--- config.mk ---
export PLATFORM = sky130hd
export DESIGN_NAME = hsr_seq
export DESIGN_NICKNAME = d
export VERILOG_FILES = /design/src/hdl/hsr_pkg.sv /design/src/hdl/hsr_seq.sv
export SDC_FILE = /design/constraint.sdc
export NUM_CORES = 1
export LEC_CHECK = 0
export CELL_PAD_IN_SITES_DETAIL_PLACEMENT = 0
export CELL_PAD_IN_SITES_GLOBAL_PLACEMENT = 1
export CORE_AREA = 2 2 158 160
export DETAILED_ROUTE_END_ITERATION = 12
export DIE_AREA = 0 0 160 162
export DONT_BUFFER_PORTS = 1
export PLACE_DENSITY = 0.82
export SLEW_MARGIN = 20
export SYNTH_ARGS = -nofsm -noshare
export SYNTH_HDL_FRONTEND = slang
export SYNTH_SLANG_ARGS = --single-unit
--- constraint.sdc ---
create_clock -name clk -period 5.6 [get_ports clk]
set_input_delay 1.12 -clock clk [delete_from_list [all_inputs] [get_ports clk]]
set_output_delay 1.12 -clock clk [all_outputs]
set_load 0.1 [all_outputs]
--- src/hdl/hsr_pkg.sv ---
package hsr_pkg;

    localparam int MAX_STEPS_DEF = 16;

    localparam int DIV_NW = 24;
    localparam int DIV_DW = 12;
    localparam int DIV_QW = 13;

    localparam int NUM_LANES = 5;
    localparam int LANE_SAT  = 0;
    localparam int LANE_HUE  = 1;
    localparam int LANE_IP   = 2;

    localparam int IP_HUE = 0;
    localparam int IP_VAL = 1;
    localparam int IP_SAT = 2;
    localparam int NUM_IP = 3;

    localparam int CFG_IW = 3;
    localparam int CFG_DW = 12;

    localparam logic [CFG_IW-1:0] REG_STEP_COUNT   = 3'd0;
    localparam logic [CFG_IW-1:0] REG_SHADOW_HUE   = 3'd1;
    localparam logic [CFG_IW-1:0] REG_LIGHT_HUE    = 3'd2;
    localparam logic [CFG_IW-1:0] REG_SHADOW_VALUE = 3'd3;
    localparam logic [CFG_IW-1:0] REG_LIGHT_VALUE  = 3'd4;
    localparam logic [CFG_IW-1:0] REG_SHADOW_SAT   = 3'd5;
    localparam logic [CFG_IW-1:0] REG_LIGHT_SAT    = 3'd6;

    localparam logic [2:0] SEC_RY = 3'd0;
    localparam logic [2:0] SEC_YG = 3'd1;
    localparam logic [2:0] SEC_GC = 3'd2;
    localparam logic [2:0] SEC_CB = 3'd3;
    localparam logic [2:0] SEC_BM = 3'd4;

    typedef struct packed {
        logic [7:0] base_red;
        logic [7:0] base_green;
        logic [7:0] base_blue;
    } base_t;

    typedef struct packed {
        logic [3:0] step_index;
        logic [7:0] shade_red;
        logic [7:0] shade_green;
        logic [7:0] shade_blue;
        logic       last_step;
    } shade_t;

    typedef struct packed {
        logic [4:0]         step_count;
        logic signed [11:0] shadow_hue_ofs;
        logic signed [11:0] light_hue_ofs;
        logic [9:0]         shadow_value_gain;
        logic [9:0]         light_value_gain;
        logic [9:0]         shadow_sat_gain;
        logic [9:0]         light_sat_gain;
    } cfg_t;

    typedef struct packed {
        logic [11:0]                    hue;
        logic [12:0]                    sat;
        logic [12:0]                    val;
        logic [NUM_IP-1:0][DIV_QW-1:0]  quot;
        logic [NUM_IP-1:0][DIV_DW-1:0]  rem;
        logic [NUM_IP-1:0]              neg;
    } hsv_t;

    typedef struct packed {
        logic [11:0]        hue;
        logic [12:0]        sat;
        logic [12:0]        val;
        logic signed [13:0] hue_ofs;
        logic [9:0]         val_gain;
        logic [9:0]         sat_gain;
        logic [3:0]         step_index;
        logic               last;
    } step_t;

endpackage

--- src/hdl/hsr_seq.sv ---
module hsr_seq
    import hsr_pkg::*;
#(
    parameter int MAX_STEPS = MAX_STEPS_DEF
)
(
    input  logic                               clk,
    input  logic                               rst_n,
    input  cfg_t                               cfg,
    input  logic [$clog2(MAX_STEPS+1)-1:0]     den,
    input  logic                               hsv_valid,
    input  hsv_t                               hsv,
    output logic                               take,
    output logic                               step_valid,
    output step_t                              step
);

    localparam int NW = $clog2(MAX_STEPS+1);
    localparam int DW = $clog2(2*MAX_STEPS);

    logic              active_reg, active_next;
    logic [NW-1:0]     k_reg, k_next;
    logic [11:0]       hue_reg;
    logic [12:0]       sat_reg, val_reg;
    logic signed [13:0] qs_reg [NUM_IP];
    logic signed [13:0] qs_next [NUM_IP];
    logic [DW-1:0]     rs_reg [NUM_IP];
    logic [DW-1:0]     rs_next [NUM_IP];
    logic [DW-1:0]     acc_reg [NUM_IP];
    logic [DW-1:0]     acc_next [NUM_IP];
    logic signed [13:0] q_reg [NUM_IP];
    logic signed [13:0] q_next [NUM_IP];
    logic signed [13:0] base_val [NUM_IP];
    logic [DW-1:0]     dd;
    logic              last;

    assign dd   = DW'({den, 1'b0});
    assign last = active_reg && (k_reg == den);
    assign take = hsv_valid && (!active_reg || last);

    assign base_val[IP_HUE] = 14'(cfg.shadow_hue_ofs);
    assign base_val[IP_VAL] = signed'({4'b0, cfg.shadow_value_gain});
    assign base_val[IP_SAT] = signed'({4'b0, cfg.shadow_sat_gain});

    always_comb
    begin
        logic signed [13:0] qu;
        logic [DW:0]        sum;
        logic               carry;
        active_next = active_reg;
        k_next      = k_reg;
        qu          = '0;
        sum         = '0;
        carry       = 1'b0;
        for (int j = 0; j < NUM_IP; j++)
        begin
            qs_next[j]  = qs_reg[j];
            rs_next[j]  = rs_reg[j];
            acc_next[j] = acc_reg[j];
            q_next[j]   = q_reg[j];
        end
        if (take)
        begin
            active_next = 1'b1;
            k_next      = '0;
            for (int j = 0; j < NUM_IP; j++)
            begin
                qu = signed'({1'b0, hsv.quot[j]});
                if (hsv.neg[j])
                begin
                    qs_next[j] = (hsv.rem[j] != '0) ? -qu - 14'sd1 : -qu;
                    rs_next[j] = (hsv.rem[j] != '0) ? dd - DW'(hsv.rem[j]) : '0;
                end
                else
                begin
                    qs_next[j] = qu;
                    rs_next[j] = DW'(hsv.rem[j]);
                end
                acc_next[j] = DW'(den);
                q_next[j]   = '0;
            end
        end
        else if (active_reg)
        begin
            if (last)
                active_next = 1'b0;
            else
            begin
                k_next = k_reg + 1'b1;
                for (int j = 0; j < NUM_IP; j++)
                begin
                    sum         = {1'b0, acc_reg[j]} + {1'b0, rs_reg[j]};
                    carry       = sum >= {1'b0, dd};
                    acc_next[j] = carry ? DW'(sum - {1'b0, dd}) : DW'(sum);
                    q_next[j]   = q_reg[j] + qs_reg[j] + (carry ? 14'sd1 : 14'sd0);
                end
            end
        end
    end

    always_ff @(posedge clk or negedge rst_n)
    begin
        if (!rst_n)
        begin
            active_reg <= 1'b0;
            k_reg      <= '0;
        end
        else
        begin
            active_reg <= active_next;
            k_reg      <= k_next;
        end
    end

    always_ff @(posedge clk)
    begin
        if (take)
        begin
            hue_reg <= hsv.hue;
            sat_reg <= hsv.sat;
            val_reg <= hsv.val;
        end
        for (int j = 0; j < NUM_IP; j++)
        begin
            qs_reg[j]  <= qs_next[j];
            rs_reg[j]  <= rs_next[j];
            acc_reg[j] <= acc_next[j];
            q_reg[j]   <= q_next[j];
        end
    end

    always_comb
    begin
        logic signed [13:0] vg, sg;
        vg              = base_val[IP_VAL] + q_reg[IP_VAL];
        sg              = base_val[IP_SAT] + q_reg[IP_SAT];
        step.hue        = hue_reg;
        step.sat        = sat_reg;
        step.val        = val_reg;
        step.hue_ofs    = base_val[IP_HUE] + q_reg[IP_HUE];
        step.val_gain   = vg[9:0];
        step.sat_gain   = sg[9:0];
        step.step_index = 4'(k_reg);
        step.last       = last;
    end

    assign step_valid = active_reg;

    a_last_ends: assert property (@(posedge clk) disable iff (!rst_n)
        (last && !hsv_valid) |=> !active_reg)
        else $error("sequence ran past its last step");
    a_k_advance: assert property (@(posedge clk) disable iff (!rst_n)
        (active_reg && !last) |=> (active_reg && k_reg == $past(k_reg) + 1'b1))
        else $error("step index skipped or repeated");
    a_k_bound: assert property (@(posedge clk) disable iff (!rst_n)
        active_reg |-> (k_reg <= den))
        else $error("step index beyond step count");
    a_acc_range: assert property (@(posedge clk) disable iff (!rst_n)
        active_reg |-> (acc_reg[IP_HUE] < dd && acc_reg[IP_VAL] < dd && acc_reg[IP_SAT] < dd))
        else $error("interpolation remainder out of range");

endmodule

[Yosys cells after proc, flatten, opt, wreduce, memory -nomap -nowiden]
Memories as Yosys holds them, arrays and structs flattened.
Index checks and enable logic that the tools add are counted.
Word-level totals
  register bits: 44
  bits in writable memories: 114
  output and inout bits: 79
  memories: 4
Memories
  q_reg: words 3, bits a word 14, rd ports 3, clocked after memory_dff 0, wr ports 3, line hsr_seq.sv:31  | logic signed [13:0] q_reg [NUM_IP];
  qs_reg: words 3, bits a word 14, rd ports 3, clocked after memory_dff 0, wr ports 3, line hsr_seq.sv:25  | logic signed [13:0] qs_reg [NUM_IP];
  acc_reg: words 3, bits a word 5, rd ports 3, clocked after memory_dff 0, wr ports 3, line hsr_seq.sv:29  | logic [DW-1:0] acc_reg [NUM_IP];
  rs_reg: words 3, bits a word 5, rd ports 3, clocked after memory_dff 0, wr ports 3, line hsr_seq.sv:27  | logic [DW-1:0] rs_reg [NUM_IP];
Cells by class
  add/subtract/negate cells: 25
  magnitude comparators: 3
  equality and inequality tests: 2
  multiplexer cells: 32
  reduce and logical (&&, ||, !) cells: 9
Operators by type and width (count)
  $mux 42: 4
  $mux 14: 6
  $mux 15: 4
  $mux 5: 12
  $add 14x14->14: 3
  $add 14x2->14: 3
  $neg 13->14: 3
  $sub 14x2->14 const B: 3
  $reduce_bool 12->1: 3
  $sub 5x5->5: 6
  $add 10x10->10: 2
  $add 5x5->6: 3
  $ge 6x5->1: 3
  $add 12x14->14: 1
  $mux 1: 6
  $add 5x1->5 const B: 1
  $eq 5x5->1: 1
  $logic_and 1x1->1: 2
  $ne 2x2->1 const B: 1
  $reduce_and 2->1: 1
  $reduce_bool 2->1: 1
  $logic_not 1->1: 1
  $logic_or 1x1->1: 1

[Depth between registers and ports, before layout]
An unclocked memory read counts as a cell.
  word-level depth: 8
  gate-level depth with buffers: 22
  mapped depth without buffers: 21

[Worst setup path before layout]
No wires, ideal clock.
  kind: in2out
  from: input port den[3]
  to: output port take
  arrival: 5.601 ns
  setup slack: -1.121 ns
  cell stages on the path: 6
  buffers on the path: 1
  cell sequence: xnor2_1 > nand3_1 > o31ai_1 > nand2_1 > inv_1 > clkbuf_1
On the way
  cells in the longest elaborated chain, start to end: 4
RTL lines
  from (decl): line hsr_seq.sv:10  | input logic [$clog2(MAX_STEPS+1)-1:0] den,
  $eq 5x5->1: line hsr_seq.sv:38  | assign last = active_reg && (k_reg == den);
  $logic_and 1x1->1: line hsr_seq.sv:38
  $logic_or 1x1->1: line hsr_seq.sv:39  | assign take = hsv_valid && (!active_reg || last);
  $logic_and 1x1->1: line hsr_seq.sv:39
  to (decl): line hsr_seq.sv:13  | output logic take,
No other way between the ends.

==> results.md <==
- A synthesized cell averages 9.70 um2.
- In the final timing run, aggregate negative setup slack is 0 ns.
- The highest achievable clock rate is 194 MHz.
- The number of detailed-routing iterations run before antenna repair is 5.
- The largest net degree at the start of global routing is 64.
- The detailed router's first-iteration violation count is 321.
- Traced cell by cell, the critical path runs through ha_1 > inv_1 > fa_1 > inv_1 > a21o_1 > a21oi_1 > xnor2_1 > ha_1 > and4b_1 > a2111oi_1 > and2_1 > inv_1 > fa_1 > fa_1 > a21o_1 > a21oi_1 > o21bai_1 > a2111oi_0 > nor3_1 > xnor2_1 > o21ai_0.
- The synthesized net count is 1411.
- The kind of start point of the critical path is a register.
- The number of buffers inserted to repair setup after CTS is 0.
- In this run, CTS created clock tree buffers numbering 17.
- Summing the areas of all compound-gate instances in the mapped netlist gives 16.0% of the synthesized area.
- The run finished with clean final reports.
- After synthesis the netlist holds a flip-flop and latch count of 142.
- The count of distinct cell types in the synthesized netlist is 71.
- The CTS tree is yes.
- After clock tree synthesis, the clock-pin slew on the worst setup and hold paths is 0.07 ns.
- Among all stages on the critical path, the largest delay is contributed by a2111oi_1.
- The element type at the critical path end is a register.
- Dividing the detail-routed via count by the number of cells gives 5.54.
- Yosys printed 0 warnings.
- The post-route clock skew is 0.0129 ns.
- The placement-stage worst setup slack is 0.363 ns.
- In this run the tightest slew margin relative to its limit is 29.7%.
- Leaving out fill and tap cells, the most frequent cell in the layout is edfxtp_1.
- The estimated wirelength of the detail-placed design is 19.0 mm.
- The flip-flop cell with the highest count after synthesis is edfxtp_1.
- The number of diodes added for antenna fixing is 0.
- The launch instance of the worst register-to-register path is rs_reg[0][10].
- For this run, asynchronously set or reset flops after synthesis account for 4.23%.
- For this block, the routed nets add up to 24.5 mm of wire.
- The routed layout has 8004 vias.
- In this run the vertical extent of the chip is 162 um.
- Cells fill 49.7% of the core in the end.
- For the worst flop-to-flop path, the logic depth is 21.
- The post-synthesis instance area is 0.0107 mm2.
- The via count of the first global-routing pass is 7795.
- The worst-path maximum fanout is 4.
- The overall fraction of global-route tracks in use is 18.7%.
- The family with the most delay on the worst path is compound AO/OA/AOI/OAI gates.
- For this run, the post-layout net count is 1418.
- The remaining antenna violation count after routing is 0.
- The transition at the pin with the smallest max-transition slack is 1.05 ns.
- Synthesis produced 1101 cells.
- Sequential elements use 36.5% of the synthesized area.
- The layout-stage area growth over the synthesis result is 12.1%.
- In this run the tool buffered the top-level ports with 0 buffer cells.
- The main combinational cell family by area after synthesis is compound AO/OA/AOI/OAI gates.
- The number of enable-type register cells in the synthesized netlist is 102.
- The type of the tightest min-delay check is in2async.
- The number of placed I/O pins is 272.
- The H-tree was split into 4 levels.
- Clock tree synthesis selected as its root buffer the cell clkbuf_16.
- The xor and xnor fraction of the mapped netlist area is 10.6%.
- The final setup violation count is 0.
- For the worst setup path, the data required time is 5.89 ns.
- Leaving out fill and tap cells, the most frequent cells in the layout are edfxtp_1 (102), ha_1 (99), nand2_1 (88), xnor2_1 (78), inv_1 (76).
- The horizontal die dimension is 160 um.
- The fill cell instance count of the final layout is 2268.
- The setup slack of the critical path after layout is 0.437 ns.
- The count of final max-slew check failures is 0.
- The hold violation count in the final report is 0.
- The critical path data arrival time is 5.46 ns.
- The number of antenna violations at the first check in global routing is 0.
- Counting both buffers and inverters, the worst setup path holds a total of 3.
- The first global-routing pass estimated 39.0 mm of wire.
- After detailed routing, the number of remaining DRC violations is 0.
- In this run the critical register-to-register path is captured at q_reg[0][36].
- The adder-cell share of the synthesized area is 15.0%.
- The placeable core area is 0.0241 mm2.
- The startpoint-to-endpoint class of the critical path is reg2reg.
- The period utilization is 92.2%.
- The later-pin clock latency in the skew report is 0.43 ns.
- The starting density of the core is 44.3%.
- The register-to-register setup slack is 0.44 ns.
- For this run the aggregate overflow at the end of global routing stands at 0.
- The initialized floorplan defines 57 standard-cell rows.
- The largest stage delay on the critical path is 0.59 ns.
- The multiplexer fraction of the synthesized cell area is 1.27%.
- Setup repair after global routing left no endpoint under its margin.
- The number of sinks handled by clock tree synthesis is 142.
- The congestion estimate from routability-driven global placement came to 0.858.
- Of the cells placed in the final design, the portion with a size suffix greater than 1 is 10.3%.
- The clock period could shrink to 5.16 ns.
- The maximum buffer depth of the clock tree is 2.
- The number of max-cap violations is 0.
- The floorplan step defined a die boundary enclosing 0.0259 mm2.
- In this run the number of cells on the critical path is 21.
- The synthesized netlist devotes 15.8% of its cell area to simple gates.
- The per-cell routed wire length is 17.0 um.
[kinds of logic after synthesis]
group	Yosys count
and+or+nand+nor	309
AOI/OAI and AO/OA	267
DFF	142
xor gates and xnor gates	129
buffers and inverters	124
adders and majority gates	117
muxes	13
[layout make-up]
cell class	instances	area [um2]	share of cell area, %
clock buffers	18	429	3.58
clock inverters	14	171	1.43
inverters	77	292	2.44
multi-input cells	835	6500	54.3
flip-flops and latches	142	3890	32.5
well taps	324	405	3.39
repair buffers	35	283	2.36
[through the flow]
stage	hold WS, ns	cell area [um2]	instances
final	0.386	12000	1445
after global routing	0.367	12000	1445
after CTS	0.368	12000	1445
after detailed placement	0.494	11400	1413
after global placement	0.498	11400	1413
after floorplan	0.450	10700	1101
[timing repair]
item / in CTS / in global routing
gates resized for setup: 0 / 1
endpoints found under the hold margin: 0 / 0
hold buffers: 0 / 0
endpoints found under the setup margin: 0 / 1
[worst max path at each step]
| stage | endpoint | slack [ns] | from |
|---|---|---|---|
| 2_1_floorplan | step[14] | 0.02 | cfg[11] |
| 3_3_place_gp | q_reg[0][36] | 0.49 | rs_reg[0][10] |
| 3_5_place_dp | q_reg[0][36] | 0.36 | rs_reg[0][10] |
| 4_1_cts | q_reg[0][36] | 0.35 | rs_reg[0][10] |
| 5_1_grt | q_reg[0][36] | 0.03 | rs_reg[0][10] |
| 6_report | q_reg[0][36] | 0.44 | rs_reg[0][10] |
[per-layer routing]
metal	wire (um)	track usage [%]	part of all wire [%]
met5	0	0	0
met4	485	6.06	2.0
met3	1280	4.57	5.2
met2	12400	33.6	51
met1	10300	22.1	42
[Yosys cell counts (16+ instances only)]
cell,instances,area share (%)
edfxtp_1,102,29
ha_1,99,12
xnor2_1,97,8.0
nand2_1,88,3.1
inv_1,77,2.7
o21ai_0,73,3.4
a21oi_1,61,2.9
nor2_1,35,1.2
a21o_1,34,2.4
dfxtp_1,34,6.4
xor2_1,32,2.6
clkbuf_1,31,1.1
nand3b_1,29,2.0
nor3_1,29,1.4
nand2b_1,22,1.3
fa_1,18,3.4
nand3_1,17,0.80
nor4_1,16,0.94
Power is not shown: default switching activity piles up to over one toggle a cycle in this logic, so the estimate is an artifact.
