--- src/hdl/hsr_pkg.sv ---
package hsr_pkg;

    localparam int MAX_STEPS_DEF = 16;

    localparam int DIV_NW = 24;
    localparam int DIV_DW = 12;
    localparam int DIV_QW = 13;

    localparam int NUM_LANES = 5;
    localparam int LANE_SAT  = 0;
    localparam int LANE_HUE  = 1;
    localparam int LANE_IP   = 2;

    localparam int IP_HUE = 0;
    localparam int IP_VAL = 1;
    localparam int IP_SAT = 2;
    localparam int NUM_IP = 3;

    localparam int CFG_IW = 3;
    localparam int CFG_DW = 12;

    localparam logic [CFG_IW-1:0] REG_STEP_COUNT   = 3'd0;
    localparam logic [CFG_IW-1:0] REG_SHADOW_HUE   = 3'd1;
    localparam logic [CFG_IW-1:0] REG_LIGHT_HUE    = 3'd2;
    localparam logic [CFG_IW-1:0] REG_SHADOW_VALUE = 3'd3;
    localparam logic [CFG_IW-1:0] REG_LIGHT_VALUE  = 3'd4;
    localparam logic [CFG_IW-1:0] REG_SHADOW_SAT   = 3'd5;
    localparam logic [CFG_IW-1:0] REG_LIGHT_SAT    = 3'd6;

    localparam logic [2:0] SEC_RY = 3'd0;
    localparam logic [2:0] SEC_YG = 3'd1;
    localparam logic [2:0] SEC_GC = 3'd2;
    localparam logic [2:0] SEC_CB = 3'd3;
    localparam logic [2:0] SEC_BM = 3'd4;

    typedef struct packed {
        logic [7:0] base_red;
        logic [7:0] base_green;
        logic [7:0] base_blue;
    } base_t;

    typedef struct packed {
        logic [3:0] step_index;
        logic [7:0] shade_red;
        logic [7:0] shade_green;
        logic [7:0] shade_blue;
        logic       last_step;
    } shade_t;

    typedef struct packed {
        logic [4:0]         step_count;
        logic signed [11:0] shadow_hue_ofs;
        logic signed [11:0] light_hue_ofs;
        logic [9:0]         shadow_value_gain;
        logic [9:0]         light_value_gain;
        logic [9:0]         shadow_sat_gain;
        logic [9:0]         light_sat_gain;
    } cfg_t;

    typedef struct packed {
        logic [11:0]                    hue;
        logic [12:0]                    sat;
        logic [12:0]                    val;
        logic [NUM_IP-1:0][DIV_QW-1:0]  quot;
        logic [NUM_IP-1:0][DIV_DW-1:0]  rem;
        logic [NUM_IP-1:0]              neg;
    } hsv_t;

    typedef struct packed {
        logic [11:0]        hue;
        logic [12:0]        sat;
        logic [12:0]        val;
        logic signed [13:0] hue_ofs;
        logic [9:0]         val_gain;
        logic [9:0]         sat_gain;
        logic [3:0]         step_index;
        logic               last;
    } step_t;

endpackage

--- src/hdl/hsr_div.sv ---
module hsr_div
    import hsr_pkg::*;
(
    input  logic              clk,
    input  logic              load,
    input  logic              step,
    input  logic [DIV_NW-1:0] num,
    input  logic [DIV_DW-1:0] den,
    output logic [DIV_QW-1:0] quot,
    output logic [DIV_DW-1:0] rem
);

    logic [DIV_NW-1:0] rem_reg, rem_next;
    logic [DIV_NW-1:0] dsh_reg, dsh_next;
    logic [DIV_QW-1:0] quot_reg, quot_next;

    always_comb
    begin
        rem_next  = rem_reg;
        dsh_next  = dsh_reg;
        quot_next = quot_reg;
        if (load)
        begin
            rem_next  = num;
            dsh_next  = {den, {(DIV_NW-DIV_DW){1'b0}}};
            quot_next = '0;
        end
        else if (step)
        begin
            if (rem_reg >= dsh_reg)
            begin
                rem_next  = rem_reg - dsh_reg;
                quot_next = {quot_reg[DIV_QW-2:0], 1'b1};
            end
            else
            begin
                quot_next = {quot_reg[DIV_QW-2:0], 1'b0};
            end
            dsh_next = dsh_reg >> 1;
        end
    end

    always_ff @(posedge clk)
    begin
        rem_reg  <= rem_next;
        dsh_reg  <= dsh_next;
        quot_reg <= quot_next;
    end

    assign quot = quot_reg;
    assign rem  = rem_reg[DIV_DW-1:0];

endmodule

--- src/hdl/hsr_conv.sv ---
module hsr_conv
    import hsr_pkg::*;
#(
    parameter int MAX_STEPS = MAX_STEPS_DEF
)
(
    input  logic                               clk,
    input  logic                               rst_n,
    input  logic                               accept,
    input  base_t                              base,
    input  cfg_t                               cfg,
    input  logic [$clog2(MAX_STEPS+1)-1:0]     den,
    input  logic                               take,
    output logic                               busy,
    output logic                               full,
    output hsv_t                               hsv
);

    // v = (mx * 8192 + 255) / 510 by reciprocal multiply, exact for mx up to 255
    localparam logic [21:0] VAL_RECIP = 22'd2105377;

    logic [7:0]          r, g, b, mx, mn, d;
    logic signed [11:0]  rs, gs, bs, ds, raw;
    logic [10:0]         hn;
    logic [NUM_LANES-1:0][DIV_NW-1:0] lnum;
    logic [NUM_LANES-1:0][DIV_DW-1:0] lden;
    logic [NUM_LANES-1:0][DIV_QW-1:0] lquot;
    logic [NUM_LANES-1:0][DIV_DW-1:0] lrem;
    logic signed [12:0]  hdiff;
    logic signed [13:0]  hc;
    logic signed [10:0]  vdiff, sdiff;
    logic signed [11:0]  vc, sc;
    logic [NUM_IP-1:0]   neg_next;
    logic [DIV_DW-1:0]   dd;
    logic [20:0]         vnum;
    logic [42:0]         vprod;

    logic                run_reg, run_next;
    logic                full_reg, full_next;
    logic [3:0]          cnt_reg, cnt_next;
    logic [NUM_IP-1:0]   neg_reg;
    logic [12:0]         val_reg;

    always_comb
    begin
        r  = base.base_red;
        g  = base.base_green;
        b  = base.base_blue;
        mx = r;
        mn = r;
        if (g > mx) mx = g;
        if (b > mx) mx = b;
        if (g < mn) mn = g;
        if (b < mn) mn = b;
        d  = mx - mn;
        rs = signed'({4'b0, r});
        gs = signed'({4'b0, g});
        bs = signed'({4'b0, b});
        ds = signed'({4'b0, d});
        if (mx == r)
            raw = gs - bs;
        else if (mx == g)
            raw = (ds <<< 1) + bs - rs;
        else
            raw = (ds <<< 2) + rs - gs;
        if (raw < 0)
            raw = raw + ds * 12'sd6;
        hn = raw[10:0];
    end

    assign vnum  = (21'(mx) << 13) + 21'd255;
    assign vprod = 43'(vnum) * 43'(VAL_RECIP);

    assign dd    = DIV_DW'({den, 1'b0});
    assign hdiff = {cfg.light_hue_ofs[11], cfg.light_hue_ofs}
                 - {cfg.shadow_hue_ofs[11], cfg.shadow_hue_ofs};
    assign hc    = {hdiff, 1'b0};
    assign vdiff = signed'({1'b0, cfg.light_value_gain}) - signed'({1'b0, cfg.shadow_value_gain});
    assign vc    = {vdiff, 1'b0};
    assign sdiff = signed'({1'b0, cfg.light_sat_gain}) - signed'({1'b0, cfg.shadow_sat_gain});
    assign sc    = {sdiff, 1'b0};

    always_comb
    begin
        logic [13:0] habs;
        logic [11:0] vabs, sabs;
        habs = hc[13] ? 14'(-hc) : 14'(hc);
        vabs = vc[11] ? 12'(-vc) : 12'(vc);
        sabs = sc[11] ? 12'(-sc) : 12'(sc);
        neg_next[IP_HUE] = hc[13];
        neg_next[IP_VAL] = vc[11];
        neg_next[IP_SAT] = sc[11];

        lnum[LANE_SAT] = (DIV_NW'(d) << 13) + DIV_NW'(mx);
        lden[LANE_SAT] = (mx == 8'd0) ? DIV_DW'(1) : (DIV_DW'(mx) << 1);
        lnum[LANE_HUE] = (DIV_NW'(hn) << 13) + DIV_NW'(d) * DIV_NW'(6);
        lden[LANE_HUE] = (d == 8'd0) ? DIV_DW'(1) : DIV_DW'(d) * DIV_DW'(12);
        lnum[LANE_IP+IP_HUE] = DIV_NW'(habs);
        lnum[LANE_IP+IP_VAL] = DIV_NW'(vabs);
        lnum[LANE_IP+IP_SAT] = DIV_NW'(sabs);
        lden[LANE_IP+IP_HUE] = dd;
        lden[LANE_IP+IP_VAL] = dd;
        lden[LANE_IP+IP_SAT] = dd;
    end

    for (genvar i = 0; i < NUM_LANES; i++)
    begin : g_lane
        hsr_div u_div
        (
            .clk  (clk),
            .load (accept),
            .step (run_reg),
            .num  (lnum[i]),
            .den  (lden[i]),
            .quot (lquot[i]),
            .rem  (lrem[i])
        );
    end

    always_comb
    begin
        run_next  = run_reg;
        full_next = full_reg;
        cnt_next  = cnt_reg;
        if (accept)
        begin
            run_next = 1'b1;
            cnt_next = '0;
        end
        else if (run_reg)
        begin
            cnt_next = cnt_reg + 4'd1;
            if (cnt_reg == 4'(DIV_QW-1))
            begin
                run_next  = 1'b0;
                full_next = 1'b1;
            end
        end
        if (take)
            full_next = 1'b0;
    end

    always_ff @(posedge clk or negedge rst_n)
    begin
        if (!rst_n)
        begin
            run_reg  <= 1'b0;
            full_reg <= 1'b0;
            cnt_reg  <= '0;
        end
        else
        begin
            run_reg  <= run_next;
            full_reg <= full_next;
            cnt_reg  <= cnt_next;
        end
    end

    always_ff @(posedge clk)
    begin
        if (accept)
        begin
            neg_reg <= neg_next;
            val_reg <= vprod[42:30];
        end
    end

    assign busy = run_reg | full_reg;
    assign full = full_reg;

    always_comb
    begin
        hsv.hue = lquot[LANE_HUE][11:0];
        hsv.sat = lquot[LANE_SAT];
        hsv.val = val_reg;
        for (int j = 0; j < NUM_IP; j++)
        begin
            hsv.quot[j] = lquot[LANE_IP+j];
            hsv.rem[j]  = lrem[LANE_IP+j];
        end
        hsv.neg = neg_reg;
    end

    a_run_full_excl: assert property (@(posedge clk) disable iff (!rst_n)
        !(run_reg && full_reg))
        else $error("divider running while result held");
    a_run_len: assert property (@(posedge clk) disable iff (!rst_n)
        (run_reg && cnt_reg == 4'(DIV_QW-1) && !accept) |=> (full_reg && !run_reg))
        else $error("divider did not finish on its last step");
    a_take_full: assert property (@(posedge clk) disable iff (!rst_n)
        take |-> full_reg)
        else $error("hand-off without a finished conversion");

endmodule

--- config.mk ---
export PLATFORM = sky130hd
export DESIGN_NAME = hsr_conv
export DESIGN_NICKNAME = d
export VERILOG_FILES = /design/src/hdl/hsr_pkg.sv /design/src/hdl/hsr_div.sv /design/src/hdl/hsr_conv.sv
export SDC_FILE = /design/constraint.sdc
export NUM_CORES = 1
export LEC_CHECK = 0
export ABC_AREA = 0
export BUFFER_PORTS_ARGS = -buffer_cell sky130_fd_sc_hd__buf_4
export CORE_ASPECT_RATIO = 1.4
export CORE_MARGIN = 1
export CORE_UTILIZATION = 42
export DETAILED_ROUTE_END_ITERATION = 16
export PLACE_DENSITY_LB_ADDON = 0.25
export SYNTH_ARGS = -nofsm -noshare
export SYNTH_HDL_FRONTEND = slang
export SYNTH_HIERARCHICAL = 1
export SYNTH_SLANG_ARGS = --single-unit
export TNS_END_PERCENT = 5
--- constraint.sdc ---
create_clock -name clk -period 4.4 [get_ports clk]
set_input_delay 0 -clock clk [delete_from_list [all_inputs] [get_ports clk]]
set_output_delay 0 -clock clk [all_outputs]
set_load 0.005 [all_outputs]
Word-level counts from Yosys, hierarchy flattened:

Index checks and enable logic that the tools add are counted.

* bits in registers: 308
* logic and storage cells: 139

* equal/unequal tests: 4
* $add $sub $neg: 22
* magnitude comparators: 10
* reduce and logical (&&, ||, !) cells: 19
* multipliers: 4
* multiplexer cells: 51
* bitwise gates (word level): 1

Operator list (number)
* $mux W24: 10
* $mux W12: 11
* $mux W18: 6
* $ge A24 B18 Y1: 3
* $sub A24 B18 Y24: 3
* $mux W14: 4
* $ge A24 B24 Y1: 2
* $sub A24 B24 Y24: 2
* $mul A21 B22 Y43 const B: 1
* $mux W8: 4
* $mul A8 B2 Y10 const B: 3
* $add A24 B11 Y24: 1
* $neg A12 Y12: 2
* $add A21 B8 Y22: 1
* $sub A10 B10 Y11: 2
* $add A21 B8 Y21 const B: 1
* $eq A8 B8 Y1: 2
* $gt A8 B8 Y1: 2
* $logic_not A8 Y1: 2
* $lt A8 B8 Y1: 2
* $reduce_and A2 Y1: 8
* $reduce_bool A2 Y1: 8
* $neg A14 Y14: 1
* $sub A12 B12 Y13: 1
* other kinds (17): 29

Depth between registers and ports, before layout:

* depth after elaboration: 13
* mapped depth: 45
* gate-level depth less buffers: 44

Modules after synthesis:

The synthesis kept the hierarchy.

By module, submodules not included
* hsr_div at g_lane[0].u_div ...: seq. area each 1581.5 sq um, cells an instance 442, times used 3, area each 4007.6 sq um
* hsr_conv: seq. area each 630.6 sq um, cells an instance 1098, times used 1, area each 8614.5 sq um
* hsr_div at g_lane[4].u_div: seq. area each 1581.5 sq um, cells an instance 437, times used 1, area each 4026.4 sq um
* hsr_div at g_lane[3].u_div: seq. area each 1581.5 sq um, cells an instance 437, times used 1, area each 3975.1 sq um

Worst setup path before layout:

OpenSTA, ideal clock, no wires.

* kind: in2reg
* from: in base[13] (netlist bit)
* to: reg g_lane[1].u_div.rem_reg[23] (data pin)
* library setup time: 0.269 ns
* setup slack: -3.886 ns
* required time: 4.131 ns
* cell stages on the path: 41
* arrival time: 8.017 ns
* cell sequence: inv_1 ha_1 a211o_1 a21o_1 buf_2 o21ai_1 nor2_1 a21oi_1 ha_1 a21o_1 a21oi_1 o21ai_1 a21oi_2 nor2_1 a32oi_1 nand2_1 ha_1 fa_1 [5 not listed] inv_1 fa_1 ha_1 a21oi_1 xnor2_1 nand2_1 o211a_1 nor2b_1 ha_1 nor2b_1 o21a_1 o21ai_0 nor2_1 o21ai_0 o2111a_1 xnor2_1 nand2_1 o31ai_1

RTL lines
* from (decl): line hsr_conv.sv:10 `input base_t base,`
* to (signal assigned): line hsr_div.sv:45 `rem_reg <= rem_next;`
* to (decl): line hsr_div.sv:13 `logic [DIV_NW-1:0] rem_reg, rem_next;`

==> key figures <==
Outcome
  • Status: finished with violations
  • Violated checks: setup timing

Floorplan
  • Initial Util: 0.4252
  • Cell Rows: 112
  • Die X: 221.9 microns
  • Chip Height: about 310 microns
  • Core ar.: 0.06684 sq mm
  • # IOs: 220
  • Die area: slightly below 0.07 sq mm

Timing
  • Clock Skew: around 12 ps
  • Final Max Tran Viols: 0
  • Worst-margin pin slew: 862.7 ps
  • Minimum clock period: 7136 ps
  • Fmax: 140.1 MHz
  • Worst Slack Setup Final: -2736 ps
  • Slew HR: 0.4249
  • Fin. Hold Viols: 0
  • Final worst-path cycle share: 1.622
  • RSZ-0062 raised after global routing: true
  • Final setup violation count: between 40 and 50

Final layout
  • Area delta synth->final: 23.52%
  • Core Util, Final: 0.5253
  • Diodes inserted: 0
  • Share of layout cells above drive strength 1: 0.2239
  • Layout Nets: 4210
  • Final Cell Area: 0.03511 sq mm
  • FILL cells: 6350

Synthesis
  • Syn Area/Cell: 8.690 sq um
  • Syn Std Cell Area: approximately 0.028 sq mm
  • Yosys Warn Count: 6
  • Synth Instances: about 3.3k

Clocking
  • CTS H-Tree Depth: 2
  • CTS root buffer: clkbuf_16
  • Clock Sinks: 326
  • CTS tree: done
  • Clk slew on worst S/H paths: roughly 70 ps
  • Clock Tree Buf Depth: 3
  • CTS Buf Count: 35
  • Skew-Pair Late Insertion Delay: 540 ps

Critical path
  • CP max stage cell: fa_2
  • Critical Path Sink Type: flip-flop
  • Top cell family by delay on the critical path: compound AO/OA/AOI/OAI gates
  • CP Buf/Inv Count: 5
  • Crit-path max FO: 6
  • Critical Path RT: around 4700 ps
  • Startpoint class of the critical path: input pin
  • Max stage delay on crit path: 560 ps
  • Crit path DAT: 7390 ps
  • Crit path kind: in -> reg

Global routing
  • GRT Residual Overflow: 0
  • Initial antenna violation count: 1
  • First-pass GRT wire length: 122.3 mm
  • Vias in the first global route: between 20k and 25k
  • Largest net degree at the start of global routing: 188
  • All-layer global routing usage: 0.2180

Place
  • Placed inst area: 0.03306 sq mm
  • Post-DP HPWL: 58.92 mm
  • # port buffers: 214
  • Routability Congestion: ~0.93

Power
  • VDD IR max: 0.0008063 V
  • Lkg Pwr: between 15 and 20 nW
  • Power, Total: approximately 30 mW
  • Pwr Density: 837.7 mW/mm^2

Drt
  • Via count: 24.68k
  • Routed WL: 76.46 mm
  • Starting DRT DRC Count: 1228
  • Remaining antenna violation count: 0
  • WL per Instance: 16.40 microns
  • DR vias/cell: 5.295
  • DR pass1 iterations: 5
  • DRC violations left: 0

Worst hold path
  • Hold crit path type: in -> reg

Flow run
  • Max-Cap Viols: 0
-- worst register-to-register path, cell delays in order, from the launching register on --
cell and delay [ps]:
edfxtp_1 350, inv_1 50, ha_1 200, inv_1 70
fa_1 260, a211oi_2 110, o211ai_1 160, o21ai_1 190
o31ai_4 360, o2111ai_1 230, a21boi_2 520, buf_4 380
-- power by group --
part	internal, mW	total (mW)	switching [mW]
clock network	1.81	3.09	1.28
logic	10.4	21.5	11.1
registers	4.48	4.85	0.371
-- through the flow --
step	instances	hold slack, ps	setup slack (ps)	TNS [ps]
final	4661	67.25	-2736	-63210
after global routing	4661	68.14	-3084	-77230
after CTS	4654	37.97	-2630	-62610
after detailed placement	4562	-187.5	-3440	-104400
after global placement	4562	-186.9	-3321	-99090
after floorplan	3343	-295.6	-3153	-76920
-- cells in the final DEF, fill, tap and decap left out, types with 24 or more instances in the layout --
cell type	instances
nand3_1	53
o31ai_1	47
a21oi_1	171
xnor2_1	117
nor3_1	54
conb_1	73
o211ai_1	30
dfxtp_1	124
xor2_1	66
o21ai_0	159
mux2i_1	140
ha_1	283
nand2_1	304
nand4_1	46
o21a_1	24
o21bai_1	31
inv_1	330
buf_4	544
nor4_1	24
clkbuf_16	40
a21o_1	67
a21oi_2	33
nand2b_1	25
nor2_1	264
o21ai_1	44
edfxtp_1	196
-- routing by layer --
metal | up-vias | part of all wire | track usage
met3 | 178 | 0.029 | 0.02093
met1 | 11490 | 0.40 | 0.2402
met2 | 471 | 0.52 | 0.4196
met5 | - | 0.00016 | 0
met4 | 2 | 0.044 | 0.09868
li1 | 12540 | - | -
-- final cells by class --
cell class | instances | area [sq um] | area share
multi-input combinational | 2495 | 18540 | 0.5281
sequential | 326 | 8522 | 0.2427
clock buffer | 52 | 1107 | 0.03154
inverter | 346 | 1305 | 0.03717
tap | 855 | 1070 | 0.03047
timing repair buffer | 576 | 4476 | 0.1275
clock inverter | 11 | 90.09 | 0.002566
-- final timing paths --
path | depth (start not counted) | end | slack [ps] | start
min in group asynchronous | 3 | cnt_reg[0] | 490 | rst_n
worst max register to register | 11 | g_lane[3].u_div/rem_reg[18] | 1200 | g_lane[3].u_div/rem_reg[0]
max in group asynchronous | 3 | run_reg | 3670 | rst_n
worst max-delay path | 42 | g_lane[1].u_div/rem_reg[23] | -2740 | base[13]
worst min-delay path | 4 | g_lane[3].u_div/rem_reg[1] | 70 | cfg[30]
worst min register to register | 2 | g_lane[4].u_div/quot[12] | 500 | g_lane[4].u_div/quot[12]
-- what timing repair did --
action	CTS	global route
endpoints found under the hold margin	32	0
setup buffers	21	7
endpoints found under the setup margin	47	56
pin swaps	43	28
resized for setup	64	58
hold buffers	9	0
Power figures use the tool's default switching activity.
